<file path="src/hdl/rvdec_pkg.sv">
// ----------------------------------------------------------------------------
// rvdec_pkg
// Types and constants shared by the RV32I decoder: opcodes, instruction
// kinds and the transfer payloads of both channels.
// ----------------------------------------------------------------------------
package rvdec_pkg;

  localparam logic [6:0] OP_LUI    = 7'h37;
  localparam logic [6:0] OP_AUIPC  = 7'h17;
  localparam logic [6:0] OP_JAL    = 7'h6f;
  localparam logic [6:0] OP_JALR   = 7'h67;
  localparam logic [6:0] OP_BRANCH = 7'h63;
  localparam logic [6:0] OP_LOAD   = 7'h03;
  localparam logic [6:0] OP_STORE  = 7'h23;
  localparam logic [6:0] OP_ALUI   = 7'h13;
  localparam logic [6:0] OP_ALUR   = 7'h33;
  localparam logic [6:0] OP_SYSTEM = 7'h73;

  localparam logic [31:0] WORD_ECALL  = 32'h0000_0073;
  localparam logic [31:0] WORD_EBREAK = 32'h0010_0073;

  localparam logic [6:0] FUNCT7_BASE = 7'h00;
  localparam logic [6:0] FUNCT7_ALT  = 7'h20;

  typedef enum logic [5:0] {
    KIND_ILLEGAL = 6'd0,
    KIND_LUI     = 6'd1,
    KIND_AUIPC   = 6'd2,
    KIND_JAL     = 6'd3,
    KIND_JALR    = 6'd4,
    KIND_BEQ     = 6'd5,
    KIND_BNE     = 6'd6,
    KIND_BLT     = 6'd7,
    KIND_BGE     = 6'd8,
    KIND_BLTU    = 6'd9,
    KIND_BGEU    = 6'd10,
    KIND_LB      = 6'd11,
    KIND_LH      = 6'd12,
    KIND_LW      = 6'd13,
    KIND_LBU     = 6'd14,
    KIND_LHU     = 6'd15,
    KIND_SB      = 6'd16,
    KIND_SH      = 6'd17,
    KIND_SW      = 6'd18,
    KIND_ADDI    = 6'd19,
    KIND_SLTI    = 6'd20,
    KIND_SLTIU   = 6'd21,
    KIND_XORI    = 6'd22,
    KIND_ORI     = 6'd23,
    KIND_ANDI    = 6'd24,
    KIND_SLLI    = 6'd25,
    KIND_SRLI    = 6'd26,
    KIND_SRAI    = 6'd27,
    KIND_ADD     = 6'd28,
    KIND_SUB     = 6'd29,
    KIND_SLL     = 6'd30,
    KIND_SLT     = 6'd31,
    KIND_SLTU    = 6'd32,
    KIND_XOR     = 6'd33,
    KIND_SRL     = 6'd34,
    KIND_SRA     = 6'd35,
    KIND_OR      = 6'd36,
    KIND_AND     = 6'd37,
    KIND_ECALL   = 6'd38,
    KIND_EBREAK  = 6'd39,
    KIND_CSRRW   = 6'd40,
    KIND_CSRRS   = 6'd41,
    KIND_CSRRC   = 6'd42,
    KIND_CSRRWI  = 6'd43,
    KIND_CSRRSI  = 6'd44,
    KIND_CSRRCI  = 6'd45
  } insn_kind_e;

  typedef struct packed {
    logic [31:0] instruction_word;
    logic [31:0] pc_address;
  } dec_in_t;

  typedef struct packed {
    insn_kind_e         insn_kind;
    logic [4:0]         dest_reg;
    logic [4:0]         src1_reg;
    logic [4:0]         src2_reg;
    logic signed [31:0] immediate;
    logic [31:0]        target_address;
    logic [11:0]        csr_number;
  } dec_out_t;

endpackage

</file>
<file path="src/hdl/rvdec_decode.sv">
// ----------------------------------------------------------------------------
// rvdec_decode
// Combinational RV32I decode: kind, register fields, immediate, branch/jump
// target and CSR number. Illegal words give all-zero fields.
// ----------------------------------------------------------------------------
module rvdec_decode (
  input  rvdec_pkg::dec_in_t  dec_i,
  output rvdec_pkg::dec_out_t dec_o
);

  logic [31:0] w;
  logic [6:0]  opcode;
  logic [2:0]  funct3;
  logic [6:0]  funct7;
  logic [4:0]  rd;
  logic [4:0]  rs1;
  logic [4:0]  rs2;
  logic [31:0] imm_i;
  logic [31:0] imm_s;
  logic [31:0] imm_b;
  logic [31:0] imm_j;
  logic [31:0] imm_u;
  logic [31:0] tgt_b;
  logic [31:0] tgt_j;

  rvdec_pkg::insn_kind_e kind;

  assign w      = dec_i.instruction_word;
  assign opcode = w[6:0];
  assign funct3 = w[14:12];
  assign funct7 = w[31:25];
  assign rd     = w[11:7];
  assign rs1    = w[19:15];
  assign rs2    = w[24:20];

  assign imm_i = {{20{w[31]}}, w[31:20]};
  assign imm_s = {{20{w[31]}}, w[31:25], w[11:7]};
  assign imm_b = {{19{w[31]}}, w[31], w[7], w[30:25], w[11:8], 1'b0};
  assign imm_j = {{11{w[31]}}, w[31], w[19:12], w[20], w[30:21], 1'b0};
  assign imm_u = {w[31:12], 12'h000};

  assign tgt_b = dec_i.pc_address + imm_b;
  assign tgt_j = dec_i.pc_address + imm_j;

  // kind classification
  always_comb begin
    kind = rvdec_pkg::KIND_ILLEGAL;
    unique case (opcode)
      rvdec_pkg::OP_LUI:   kind = rvdec_pkg::KIND_LUI;
      rvdec_pkg::OP_AUIPC: kind = rvdec_pkg::KIND_AUIPC;
      rvdec_pkg::OP_JAL:   kind = rvdec_pkg::KIND_JAL;
      rvdec_pkg::OP_JALR:  kind = rvdec_pkg::KIND_JALR;
      rvdec_pkg::OP_BRANCH: begin
        unique case (funct3)
          3'd0:    kind = rvdec_pkg::KIND_BEQ;
          3'd1:    kind = rvdec_pkg::KIND_BNE;
          3'd4:    kind = rvdec_pkg::KIND_BLT;
          3'd5:    kind = rvdec_pkg::KIND_BGE;
          3'd6:    kind = rvdec_pkg::KIND_BLTU;
          3'd7:    kind = rvdec_pkg::KIND_BGEU;
          default: kind = rvdec_pkg::KIND_ILLEGAL;
        endcase
      end
      rvdec_pkg::OP_LOAD: begin
        unique case (funct3)
          3'd0:    kind = rvdec_pkg::KIND_LB;
          3'd1:    kind = rvdec_pkg::KIND_LH;
          3'd2:    kind = rvdec_pkg::KIND_LW;
          3'd4:    kind = rvdec_pkg::KIND_LBU;
          3'd5:    kind = rvdec_pkg::KIND_LHU;
          default: kind = rvdec_pkg::KIND_ILLEGAL;
        endcase
      end
      rvdec_pkg::OP_STORE: begin
        unique case (funct3)
          3'd0:    kind = rvdec_pkg::KIND_SB;
          3'd1:    kind = rvdec_pkg::KIND_SH;
          3'd2:    kind = rvdec_pkg::KIND_SW;
          default: kind = rvdec_pkg::KIND_ILLEGAL;
        endcase
      end
      rvdec_pkg::OP_ALUI: begin
        unique case (funct3)
          3'd0: kind = rvdec_pkg::KIND_ADDI;
          3'd1: kind = rvdec_pkg::KIND_SLLI;
          3'd2: kind = rvdec_pkg::KIND_SLTI;
          3'd3: kind = rvdec_pkg::KIND_SLTIU;
          3'd4: kind = rvdec_pkg::KIND_XORI;
          3'd5: begin
            priority if (funct7 == rvdec_pkg::FUNCT7_BASE) kind = rvdec_pkg::KIND_SRLI;
            else if (funct7 == rvdec_pkg::FUNCT7_ALT)      kind = rvdec_pkg::KIND_SRAI;
            else                                           kind = rvdec_pkg::KIND_ILLEGAL;
          end
          3'd6: kind = rvdec_pkg::KIND_ORI;
          3'd7: kind = rvdec_pkg::KIND_ANDI;
          default: kind = rvdec_pkg::KIND_ILLEGAL;
        endcase
      end
      rvdec_pkg::OP_ALUR: begin
        unique case (funct3)
          3'd0: begin
            priority if (funct7 == rvdec_pkg::FUNCT7_BASE) kind = rvdec_pkg::KIND_ADD;
            else if (funct7 == rvdec_pkg::FUNCT7_ALT)      kind = rvdec_pkg::KIND_SUB;
            else                                           kind = rvdec_pkg::KIND_ILLEGAL;
          end
          3'd1: kind = rvdec_pkg::KIND_SLL;
          3'd2: kind = rvdec_pkg::KIND_SLT;
          3'd3: kind = rvdec_pkg::KIND_SLTU;
          3'd4: kind = rvdec_pkg::KIND_XOR;
          3'd5: begin
            priority if (funct7 == rvdec_pkg::FUNCT7_BASE) kind = rvdec_pkg::KIND_SRL;
            else if (funct7 == rvdec_pkg::FUNCT7_ALT)      kind = rvdec_pkg::KIND_SRA;
            else                                           kind = rvdec_pkg::KIND_ILLEGAL;
          end
          3'd6: kind = rvdec_pkg::KIND_OR;
          3'd7: kind = rvdec_pkg::KIND_AND;
          default: kind = rvdec_pkg::KIND_ILLEGAL;
        endcase
      end
      rvdec_pkg::OP_SYSTEM: begin
        unique case (funct3)
          3'd0: begin
            priority if (w == rvdec_pkg::WORD_ECALL) kind = rvdec_pkg::KIND_ECALL;
            else if (w == rvdec_pkg::WORD_EBREAK)    kind = rvdec_pkg::KIND_EBREAK;
            else                                     kind = rvdec_pkg::KIND_ILLEGAL;
          end
          3'd1:    kind = rvdec_pkg::KIND_CSRRW;
          3'd2:    kind = rvdec_pkg::KIND_CSRRS;
          3'd3:    kind = rvdec_pkg::KIND_CSRRC;
          3'd5:    kind = rvdec_pkg::KIND_CSRRWI;
          3'd6:    kind = rvdec_pkg::KIND_CSRRSI;
          3'd7:    kind = rvdec_pkg::KIND_CSRRCI;
          default: kind = rvdec_pkg::KIND_ILLEGAL;
        endcase
      end
      default: kind = rvdec_pkg::KIND_ILLEGAL;
    endcase
  end

  // field selection per kind
  always_comb begin
    dec_o                = '0;
    dec_o.insn_kind      = kind;
    unique case (kind)
      rvdec_pkg::KIND_LUI, rvdec_pkg::KIND_AUIPC: begin
        dec_o.dest_reg  = rd;
        dec_o.immediate = imm_u;
      end
      rvdec_pkg::KIND_JAL: begin
        dec_o.dest_reg       = rd;
        dec_o.immediate      = imm_j;
        dec_o.target_address = tgt_j;
      end
      rvdec_pkg::KIND_JALR, rvdec_pkg::KIND_LB, rvdec_pkg::KIND_LH, rvdec_pkg::KIND_LW,
      rvdec_pkg::KIND_LBU, rvdec_pkg::KIND_LHU, rvdec_pkg::KIND_ADDI, rvdec_pkg::KIND_SLTI,
      rvdec_pkg::KIND_SLTIU, rvdec_pkg::KIND_XORI, rvdec_pkg::KIND_ORI,
      rvdec_pkg::KIND_ANDI: begin
        dec_o.dest_reg  = rd;
        dec_o.src1_reg  = rs1;
        dec_o.immediate = imm_i;
      end
      rvdec_pkg::KIND_SLLI, rvdec_pkg::KIND_SRLI, rvdec_pkg::KIND_SRAI: begin
        dec_o.dest_reg  = rd;
        dec_o.src1_reg  = rs1;
        dec_o.immediate = {27'd0, rs2};
      end
      rvdec_pkg::KIND_BEQ, rvdec_pkg::KIND_BNE, rvdec_pkg::KIND_BLT, rvdec_pkg::KIND_BGE,
      rvdec_pkg::KIND_BLTU, rvdec_pkg::KIND_BGEU: begin
        dec_o.src1_reg       = rs1;
        dec_o.src2_reg       = rs2;
        dec_o.immediate      = imm_b;
        dec_o.target_address = tgt_b;
      end
      rvdec_pkg::KIND_SB, rvdec_pkg::KIND_SH, rvdec_pkg::KIND_SW: begin
        dec_o.src1_reg  = rs1;
        dec_o.src2_reg  = rs2;
        dec_o.immediate = imm_s;
      end
      rvdec_pkg::KIND_ADD, rvdec_pkg::KIND_SUB, rvdec_pkg::KIND_SLL, rvdec_pkg::KIND_SLT,
      rvdec_pkg::KIND_SLTU, rvdec_pkg::KIND_XOR, rvdec_pkg::KIND_SRL, rvdec_pkg::KIND_SRA,
      rvdec_pkg::KIND_OR, rvdec_pkg::KIND_AND: begin
        dec_o.dest_reg = rd;
        dec_o.src1_reg = rs1;
        dec_o.src2_reg = rs2;
      end
      rvdec_pkg::KIND_CSRRW, rvdec_pkg::KIND_CSRRS, rvdec_pkg::KIND_CSRRC,
      rvdec_pkg::KIND_CSRRWI, rvdec_pkg::KIND_CSRRSI, rvdec_pkg::KIND_CSRRCI: begin
        dec_o.dest_reg   = rd;
        dec_o.src1_reg   = rs1;
        dec_o.csr_number = w[31:20];
      end
      default: begin
        dec_o.dest_reg = '0;
      end
    endcase
  end

endmodule

</file>
<file path="src/hdl/rv32i_instruction_decoder.sv">
// ----------------------------------------------------------------------------
// rv32i_instruction_decoder
// Registered RV32I decoder with valid/ready channels on both sides.
// ----------------------------------------------------------------------------
// Takes one instruction word and its address per transfer and returns one
// decoded result per transfer. An input register feeds the decode logic,
// whose output lands in a result register, so each result passes through
// both registers in turn before it is offered. While the output side takes
// results, a new word is accepted every cycle: one item per clock, set by
// the single decode pass between the two registers. Ready on the input side
// drops only while both registers hold items and the output side stalls.
// Illegal words decode to kind 0 with all other fields 0.
module rv32i_instruction_decoder (
  input  logic                clk_i,
  input  logic                rst_ni,
  input  logic                in_valid_i,
  output logic                in_ready_o,
  input  rvdec_pkg::dec_in_t  in_data_i,
  output logic                out_valid_o,
  input  logic                out_ready_i,
  output rvdec_pkg::dec_out_t out_data_o
);

  logic                in_valid_q;
  rvdec_pkg::dec_in_t  in_data_q;
  logic                out_valid_q;
  rvdec_pkg::dec_out_t out_data_q;
  rvdec_pkg::dec_out_t dec_result;
  logic                out_load;

  assign out_load   = !out_valid_q || out_ready_i;
  assign in_ready_o = !in_valid_q || out_load;

  rvdec_decode u_decode (
    .dec_i (in_data_q),
    .dec_o (dec_result)
  );

  always_ff @(posedge clk_i or negedge rst_ni) begin
    if (!rst_ni) begin
      in_valid_q  <= 1'b0;
      out_valid_q <= 1'b0;
    end else begin
      if (in_ready_o) begin
        in_valid_q <= in_valid_i;
      end
      if (out_load) begin
        out_valid_q <= in_valid_q;
      end
    end
  end

  always_ff @(posedge clk_i) begin
    if (in_ready_o && in_valid_i) begin
      in_data_q <= in_data_i;
    end
    if (out_load && in_valid_q) begin
      out_data_q <= dec_result;
    end
  end

  assign out_valid_o = out_valid_q;
  assign out_data_o  = out_data_q;

endmodule

</file>
<file path="config.mk">
export PLATFORM = sky130hd
export DESIGN_NAME = rv32i_instruction_decoder
export DESIGN_NICKNAME = d
export VERILOG_FILES = /design/src/hdl/rvdec_pkg.sv /design/src/hdl/rvdec_decode.sv /design/src/hdl/rv32i_instruction_decoder.sv
export SDC_FILE = /design/constraint.sdc
export NUM_CORES = 1
export LEC_CHECK = 0
export BUFFER_PORTS_ARGS = -buffer_cell sky130_fd_sc_hd__clkbuf_2
export CORE_ASPECT_RATIO = 1.1
export CORE_MARGIN = 5
export CORE_UTILIZATION = 25
export DETAILED_ROUTE_END_ITERATION = 10
export PLACE_DENSITY_LB_ADDON = 0.08
export SLEW_MARGIN = 25
export SYNTH_ARGS = -nofsm -noshare
export SYNTH_HDL_FRONTEND = slang
export SYNTH_SLANG_ARGS = --single-unit
export TNS_END_PERCENT = 100
</file>
<file path="constraint.sdc">
create_clock -name clk_i -period 10.6 [get_ports clk_i]
set_input_delay 0.53 -clock clk_i [delete_from_list [all_inputs] [get_ports clk_i]]
set_output_delay 0.53 -clock clk_i [all_outputs]
set_load 0.02 [all_outputs]
</file>
==> impl_metrics.py, run 1 <==
metrics = {
    "setup_path": {
        "crit_required_ns": 10.89,
        "reg2reg_slack_ns": 5.14,
        "worstReg2RegStart": "in_data_q[35]$_DFFE_PP_",
        "path_class": "flip-flop to flip-flop",
        "path_max_fanout": 17,
        "cp-start-kind": "flip-flop",
        "rr_endpoint": "out_data_o[43]$_SDFFCE_PN0P_",
        "worstRegToRegCells": 16,
        "end_kind": "flip-flop",
        "crit_arrival_ns": 5.75,
    },
    "detailed_routing": {
        "postRouteAntennaNets": 0,
        "drcViolationCount": 0,
        "dr.pass1.iters": 5,
        "avgViaCountPerCell": 4.62,
        "drtIter0Drc": 343,
        "wire_per_inst_microns": 19.7,
        "drt_wl_total_microns": 24600,
        "vias": 5785,
    },
    "hold_path": {
        "hp-class": "primary input to flip-flop",
        "min_to": "in_data_q[26]$_DFFE_PP_",
        "hold_path_depth": 1,
        "hp-start": "in_data_i[26]",
    },
    "clock_tree": {
        "cts_root_buf": "clkbuf_16",
        "cts_max_path_buffers": 2,
        "numCtsBuffers": 17,
        "htreeDepth": 4,
        "cts_tree": "yes",
        "cts_setup_buffers": 0,
        "clk_pin_slew_ns": 0.08,
        "clkLatencyLatePin_ns": 0.44,
        "clock-sinks": 163,
    },
    "place": {
        "dp_hpwl_microns": 18000,
        "port_buffers": 166,
        "placed_cells": 1218,
        "place_area_sq_um": 9340,
        "detailedPlace.worstSlack_ns": 5.04,
        "globalplace.congestion": 0.796,
    },
    "synthesis": {
        "yosysTopAreaCellShare_pct": 60.3,
        "synth.avg_cell_area_sq_um": 12.4,
        "synth.area.top_cells": "edfxtp_1, ha_1, nor2_1",
        "async_flop_share_pct": 1.23,
        "synth-seq-cells": 163,
        "synth_edf_count": 161,
        "syn_inst": 645,
        "yosysMostFrequentCell": "edfxtp_1",
        "yosysUniqueCellTypes": 68,
        "yosys_warnings": 0,
        "seq_area_frac_synth_pct": 60.9,
        "synthTopCellsByCount": "edfxtp_1, nor2_1, nand2_1",
        "synthFlopType": "edfxtp_1",
        "yosysTopAreaCell": "edfxtp_1",
        "synthesis.area_sq_um": 8020,
        "syn_nets": 745,
    },
    "power_and_ir_drop": {
        "share_seq_of_total_power_pct": 47.0,
        "combPwrFrac_pct": 14.2,
        "total_power_mw": 1.67,
        "cell_internal_pwr_mw": 1.18,
        "p_switching_mw": 0.485,
        "p_sw_share_pct": 29.1,
        "clockPowerShare_pct": 38.8,
        "peakVddDrop_mv": 0.0738,
        "powerDensity_nw_per_um2": 167,
        "leakage_nw": 4.06,
    },
    "die": {
        "die-area_sq_um": 35800,
        "row_count": 68,
        "die_w_microns": 181,
        "core_sq_um": 31600,
        "dieHeight_microns": 198,
        "start_util_pct": 25.4,
        "io-pin-count": 167,
    },
    "global_routing": {
        "grt.overflow.total": 0,
        "grt_pass1_wl_microns": 37700,
        "track_usage_pct": 13.7,
        "grt_max_degree": 65,
        "grt_pass1_vias": 6088,
        "antenna_found_initial": 0,
    },
    "cells_and_area": {
        "area.growth.synth_to_final_pct": 24.5,
        "nNetsFinal": 919,
        "fin_util_pct": 31.6,
        "layout-drive-gt1-share_pct": 28.8,
        "antennaDiodeCount": 0,
        "fin_cells": 1252,
        "final_area_sq_um": 9990,
        "nFillCells": 3243,
    },
    "sta": {
        "final-setup-viol-count": 0,
        "post-route-period-util_pct": 51.5,
        "slew_violations": 0,
        "hold_viol_final": 0,
        "fin_hold_ws_ns": 0.265,
        "slew_headroom_pct": 45.5,
        "worst_pin_slew_ns": 0.818,
        "fin_ws_ns": 5.14,
        "final.setup.tns_ns": 0,
        "period_needed_ns": 5.46,
        "rsz0062_at_grt": "no",
        "fmax_mhz": 183,
        "skew_ns": 0.0149,
    },
    "run": {
        "maxCapViolations": 0,
    },
    "outcome": {
        "status": "finished, final reports clean",
    },
}
## layout by cell type (no fill, tap or decap), types with 5 or more instances in the layout
master     netlist  final
o31ai_1          5      5
o22ai_1         10     10
nand2_1         44     44
edfxtp_1       161    161
a21oi_1         40     40
clkbuf_16        0     17
o21ai_0         19     19
buf_4            1      6
xor2_1          12     12
nand2b_1        14     14
o21a_1           7      7
inv_1           16     16
and2_1          32     30
a31oi_1          6      6
nor4_1           5      5
and3_1           6      6
nor3_1          13     12
xnor2_1         11     11
nand3_1         11     11
clkbuf_2         0    166
nand2_2         12     12
nor2b_1          8      8
a21o_1          21     21
a22o_1           5      5
a211oi_1        13     13
nor2_1          58     58
ha_1            31     31
## registers in the layout (all words and copies together) (netlist names)
name	count
out_data_o	97
in_data_q	64
out_valid_o	1
in_valid_q	1
## worst max-delay path: stages, from the launching register on
cell and delay, ns:
edfxtp_1 0.50, nand4bb_1 0.51, nor3b_1 0.39, nand3_1 0.56
mux2_2 0.41, ha_1 0.18, inv_1 0.06, fa_1 0.38
nor2b_1 0.19, o31a_1 0.18, o21a_1 0.15, o21a_1 0.25
a21oi_1 0.18, o41ai_1 0.66, a211oi_1 0.17, or3_1 0.40
a21oi_1 0.14
## power by group through the flow
stage	Combinational, mW	Sequential (mW)	Clock [mW]
2_1_floorplan	0.127	0.821	0
3_3_place_gp	0.237	0.799	0
3_5_place_dp	0.238	0.799	0
4_1_cts	0.240	0.785	0.669
5_1_grt	0.261	0.789	0.694
6_report	0.237	0.783	0.646
## cell families after synthesis
logic type	Yosys count	share of synthesized area, %
fa+ha+maj	32	5.08
xor+xnor	23	2.51
flops	163	60.9
compound gates	152	13.1
simple gates	233	15.7
mux	5	0.686
buf+inv	37	2.01
## final cells by class
type | instances | area, sq um | share of cell area [%]
Clock buffer | 17 | 425 | 4.26
Clock inverter | 15 | 184 | 1.84
Inverter | 18 | 67.6 | 0.677
Multi-Input combinational cell | 445 | 2990 | 29.9
Sequential cell | 163 | 4880 | 48.9
Tap cell | 420 | 526 | 5.26
Timing Repair Buffer | 174 | 913 | 9.15
## repair_timing
item,4_1_cts,5_1_grt
hold buffers,1,0
endpoints found under the hold margin,2,0
resized for setup,0,0
## how the worst max path moves through the flow
stage / start / end / slack (ns)
2_1_floorplan: in_data_q[35]$_DFFE_PP_ / out_data_o[43]$_SDFFCE_PN0P_ / 6.46
3_3_place_gp: in_data_q[35]$_DFFE_PP_ / out_data_o[43]$_SDFFCE_PN0P_ / 5.24
3_5_place_dp: in_data_q[35]$_DFFE_PP_ / out_data_o[42]$_SDFFCE_PN0P_ / 5.04
4_1_cts: in_data_q[35]$_DFFE_PP_ / out_data_o[43]$_SDFFCE_PN0P_ / 5.00
5_1_grt: in_data_q[35]$_DFFE_PP_ / out_data_o[42]$_SDFFCE_PN0P_ / 4.52
6_report: in_data_q[35]$_DFFE_PP_ / out_data_o[43]$_SDFFCE_PN0P_ / 5.14
## routing by layer
metal	up-vias	part of all wire [%]	global-route usage, %
li1	2791	-	-
met5	-	0	0
met2	154	48	23.0
met1	2818	46	18.0
met3	22	4.2	3.03
met4	0	1.3	3.75
Power figures use the tool's default switching activity.
==> run 2, diff against run 1 <==
ABC_AREA = 1   (was default)
clock period = 4.75 ns   (was 10.6 ns; I/O delays follow)
==> impl_metrics.py, run 2 <==
metrics = {
    "setup_path": {
        "slowest_delay_ns": 0.42,
        "path_cells": "nor2_1 > nand2_1 > nor2_1 > nand2_1 > inv_1 > nand2_1 > o21ai_0 > inv_1 > ha_1 > nand2_1 > nor2_1 > inv_1 > nor3_1 > nand3_1 > nand3_1 > nand2_1 > o211ai_1 > nand4_1 > a21oi_1 > nor2_1",
        "path_max_fanout": 11,
        "crit_arrival_ns": 4.19,
        "path_class": "flip-flop to flip-flop",
        "cp-start-kind": "flip-flop",
        "crit_top_cell": "nand2_1",
        "crit_required_ns": 4.95,
        "cp_num_buf_inv": 3,
        "crit_family": "simple AND/OR/NAND/NOR gates",
        "end_kind": "flip-flop",
        "critPathSlowestCell": "edfxtp_1",
    },
    "synthesis": {
        "synthFlopType": "edfxtp_1",
        "yosysUniqueCellTypes": 42,
        "async_flop_share_pct": 1.23,
        "synthesis.area_sq_um": 8640,
        "syn_inst": 895,
        "yosys_warnings": 0,
        "synth.avg_cell_area_sq_um": 9.65,
        "syn_nets": 995,
        "synth_edf_count": 161,
        "synth-seq-cells": 163,
        "synthTopCellsByCount": "nand2_1, edfxtp_1, nor2_1",
        "yosysMostFrequentCell": "nand2_1",
        "yosysTopAreaCell": "edfxtp_1",
        "synth.area.top_cells": "edfxtp_1, nand2_1, ha_1",
        "yosysTopAreaCellShare_pct": 56.0,
        "seq_area_frac_synth_pct": 56.5,
    },
    "sta": {
        "fmax_mhz": 250,
        "rsz0062_at_grt": "no",
        "slew_violations": 0,
        "period_needed_ns": 4.00,
        "post-route-period-util_pct": 84.2,
        "final-setup-viol-count": 0,
        "slew_headroom_pct": 38.9,
        "hold_viol_final": 0,
        "skew_ns": 0.0115,
        "final.setup.tns_ns": 0,
        "worst_pin_slew_ns": 0.916,
        "fin_hold_ws_ns": 0.0349,
    },
    "clock_tree": {
        "cts_tree": "yes",
        "cts_max_path_buffers": 2,
        "clkLatencyLatePin_ns": 0.44,
        "cts_root_buf": "clkbuf_16",
        "post_cts_resized": 0,
        "clk_pin_slew_ns": 0.07,
        "numCtsBuffers": 17,
        "clock-sinks": 163,
        "htreeDepth": 4,
    },
    "cells_and_area": {
        "nNetsFinal": 1231,
        "final_cell_mix": "nand2_1, clkbuf_2, edfxtp_1, nor2_1, inv_1",
        "final_common_cell": "nand2_1",
        "layout-drive-gt1-share_pct": 22.2,
        "largest_register_ffs": 97,
        "antennaDiodeCount": 0,
        "area.growth.synth_to_final_pct": 29.8,
    },
    "detailed_routing": {
        "drt_wl_total_microns": 27900,
        "avgViaCountPerCell": 4.49,
        "postRouteAntennaNets": 0,
        "vias": 7101,
        "drtIter0Drc": 417,
        "wire_per_inst_microns": 17.6,
        "drcViolationCount": 0,
        "dr.pass1.iters": 5,
    },
    "power_and_ir_drop": {
        "share_seq_of_total_power_pct": 45.4,
        "clockPowerShare_pct": 37.3,
        "p_sw_share_pct": 28.6,
        "powerDensity_nw_per_um2": 355,
        "cell_internal_pwr_mw": 2.84,
        "peakVddDrop_mv": 0.208,
        "combPwrFrac_pct": 17.3,
        "leakage_nw": 5.00,
        "p_switching_mw": 1.14,
    },
    "hold_path": {
        "hp-class": "primary input to flip-flop",
    },
    "outcome": {
        "status": "finished, final reports clean",
    },
    "die": {
        "start_util_pct": 25.3,
        "io-pin-count": 167,
        "dieHeight_microns": 205,
        "row_count": 71,
        "die-area_sq_um": 38400,
        "die_w_microns": 187,
        "core_sq_um": 34200,
    },
    "global_routing": {
        "antenna_found_initial": 0,
        "track_usage_pct": 14.7,
        "grt_pass1_wl_microns": 43200,
        "grt_pass1_vias": 7270,
        "grt.overflow.total": 0,
        "grt_max_degree": 49,
    },
    "run": {
        "maxCapViolations": 0,
    },
    "place": {
        "globalplace.congestion": 0.862,
        "port_buffers": 166,
        "dp_hpwl_microns": 20900,
    },
}
run 2: cell types whose count changed in the layout (fill, tap and decap cells not counted), moves of 14 or more:
cell           previous run  this run
inv_1                    16        90
a21o_1                   21         1
and2_1                   30         1
nand2b_1                 14         0
o21ai_0                  19        33
nor2_1                   58        94
nand3_1                  11        57
a21oi_1                  40        69
nand2_1                  44       203
nand4_1                   4        26
dlygate4sd3_1             1        64
run 2: power by group through the flow:
stage	clock [mW]	combinational [mW]	sequential (mW)
CTS	1.54	0.703	1.81
floorplan	0	0.329	1.92
global route	1.59	0.769	1.82
detailed placement	0	0.658	1.84
finish	1.48	0.688	1.81
global placement	0	0.664	1.85
run 2: worst reg2reg max path, stage by stage, from the launching register on:
cell	delay [ns]
edfxtp_1	0.42
nor2_1	0.11
nand2_1	0.13
nor2_1	0.29
nand2_1	0.29
inv_1	0.29
nand2_1	0.21
o21ai_0	0.12
inv_1	0.06
ha_1	0.41
nand2_1	0.11
nor2_1	0.11
inv_1	0.06
nor3_1	0.23
nand3_1	0.13
nand3_1	0.15
nand2_1	0.08
o211ai_1	0.18
nand4_1	0.18
a21oi_1	0.16
nor2_1	0.06
run 2: cells by family (layout without fill, tap and decap cells):
kind of cell	Yosys count	in the layout	synth area share (%)
AND/OR/NAND/NOR	425	425	22.0
flip-flops	163	163	56.5
AO/OA/AOI/OAI	146	146	9.89
buffers and inverters	118	367	5.68
adder cells (fa/ha/maj)	32	32	4.72
XOR/XNOR	11	11	1.12
run 2: final timing paths:
kind | cells past startpoint | to | from | slack, ns
max | 20 | out_data_o[42]$_SDFFCE_PN0P_ | in_data_q[34]$_DFFE_PP_ | 0.75
max reg2reg | 20 | out_data_o[42]$_SDFFCE_PN0P_ | in_data_q[34]$_DFFE_PP_ | 0.75
min | 1 | in_data_q[40]$_DFFE_PP_ | in_data_i[40] | 0.03
max in group asynchronous | 2 | out_valid_o$_DFFE_PN0P_ | rst_ni | 4.54
min in group asynchronous | 2 | in_valid_q$_DFFE_PN0N_ | rst_ni | 0.12
min reg2reg | 2 | out_valid_o$_DFFE_PN0P_ | in_valid_q$_DFFE_PN0N_ | 0.52
run 2: through the flow:
| stage | instances | total power, mW | setup slack [ns] | utilization, % | cell area [sq um] |
|---|---|---|---|---|---|
| 2_1_floorplan | 895 | 2.25 | 1.14 | - | 8640 |
| 3_3_place_gp | 1486 | 2.51 | 0.857 | 29.1 | 9960 |
| 3_5_place_dp | 1486 | 2.50 | 0.733 | 29.1 | 9960 |
| 4_1_cts | 1582 | 4.05 | 0.718 | 32.8 | 11200 |
| 5_1_grt | 1582 | 4.18 | 0.0992 | 32.8 | 11200 |
| 6_report | 1582 | 3.98 | 0.753 | 32.8 | 11200 |
run 2: final cells by class:
class                   count  area [sq um]
flip-flops and latches    163          4880
inverters                  99           374
clock inverters            13           184
repair buffers            236          1520
fillers                  3586         23000
clock buffers              19           433
well taps                 438           548
multi-input cells         614          3270
run 2: timing repair:
item	in CTS	in global routing
hold buffers	64	0
setup buffers	0	0
hold endpoints to repair	65	0
run 2: layer usage:
layer  vias up  wire [microns]  GRT usage [%]
met1      3331           13000           19.8
met4         0             345           4.01
met3        20            1360           3.12
met5         -               0              0
li1       3556               -              -
met2       194           13100           24.0
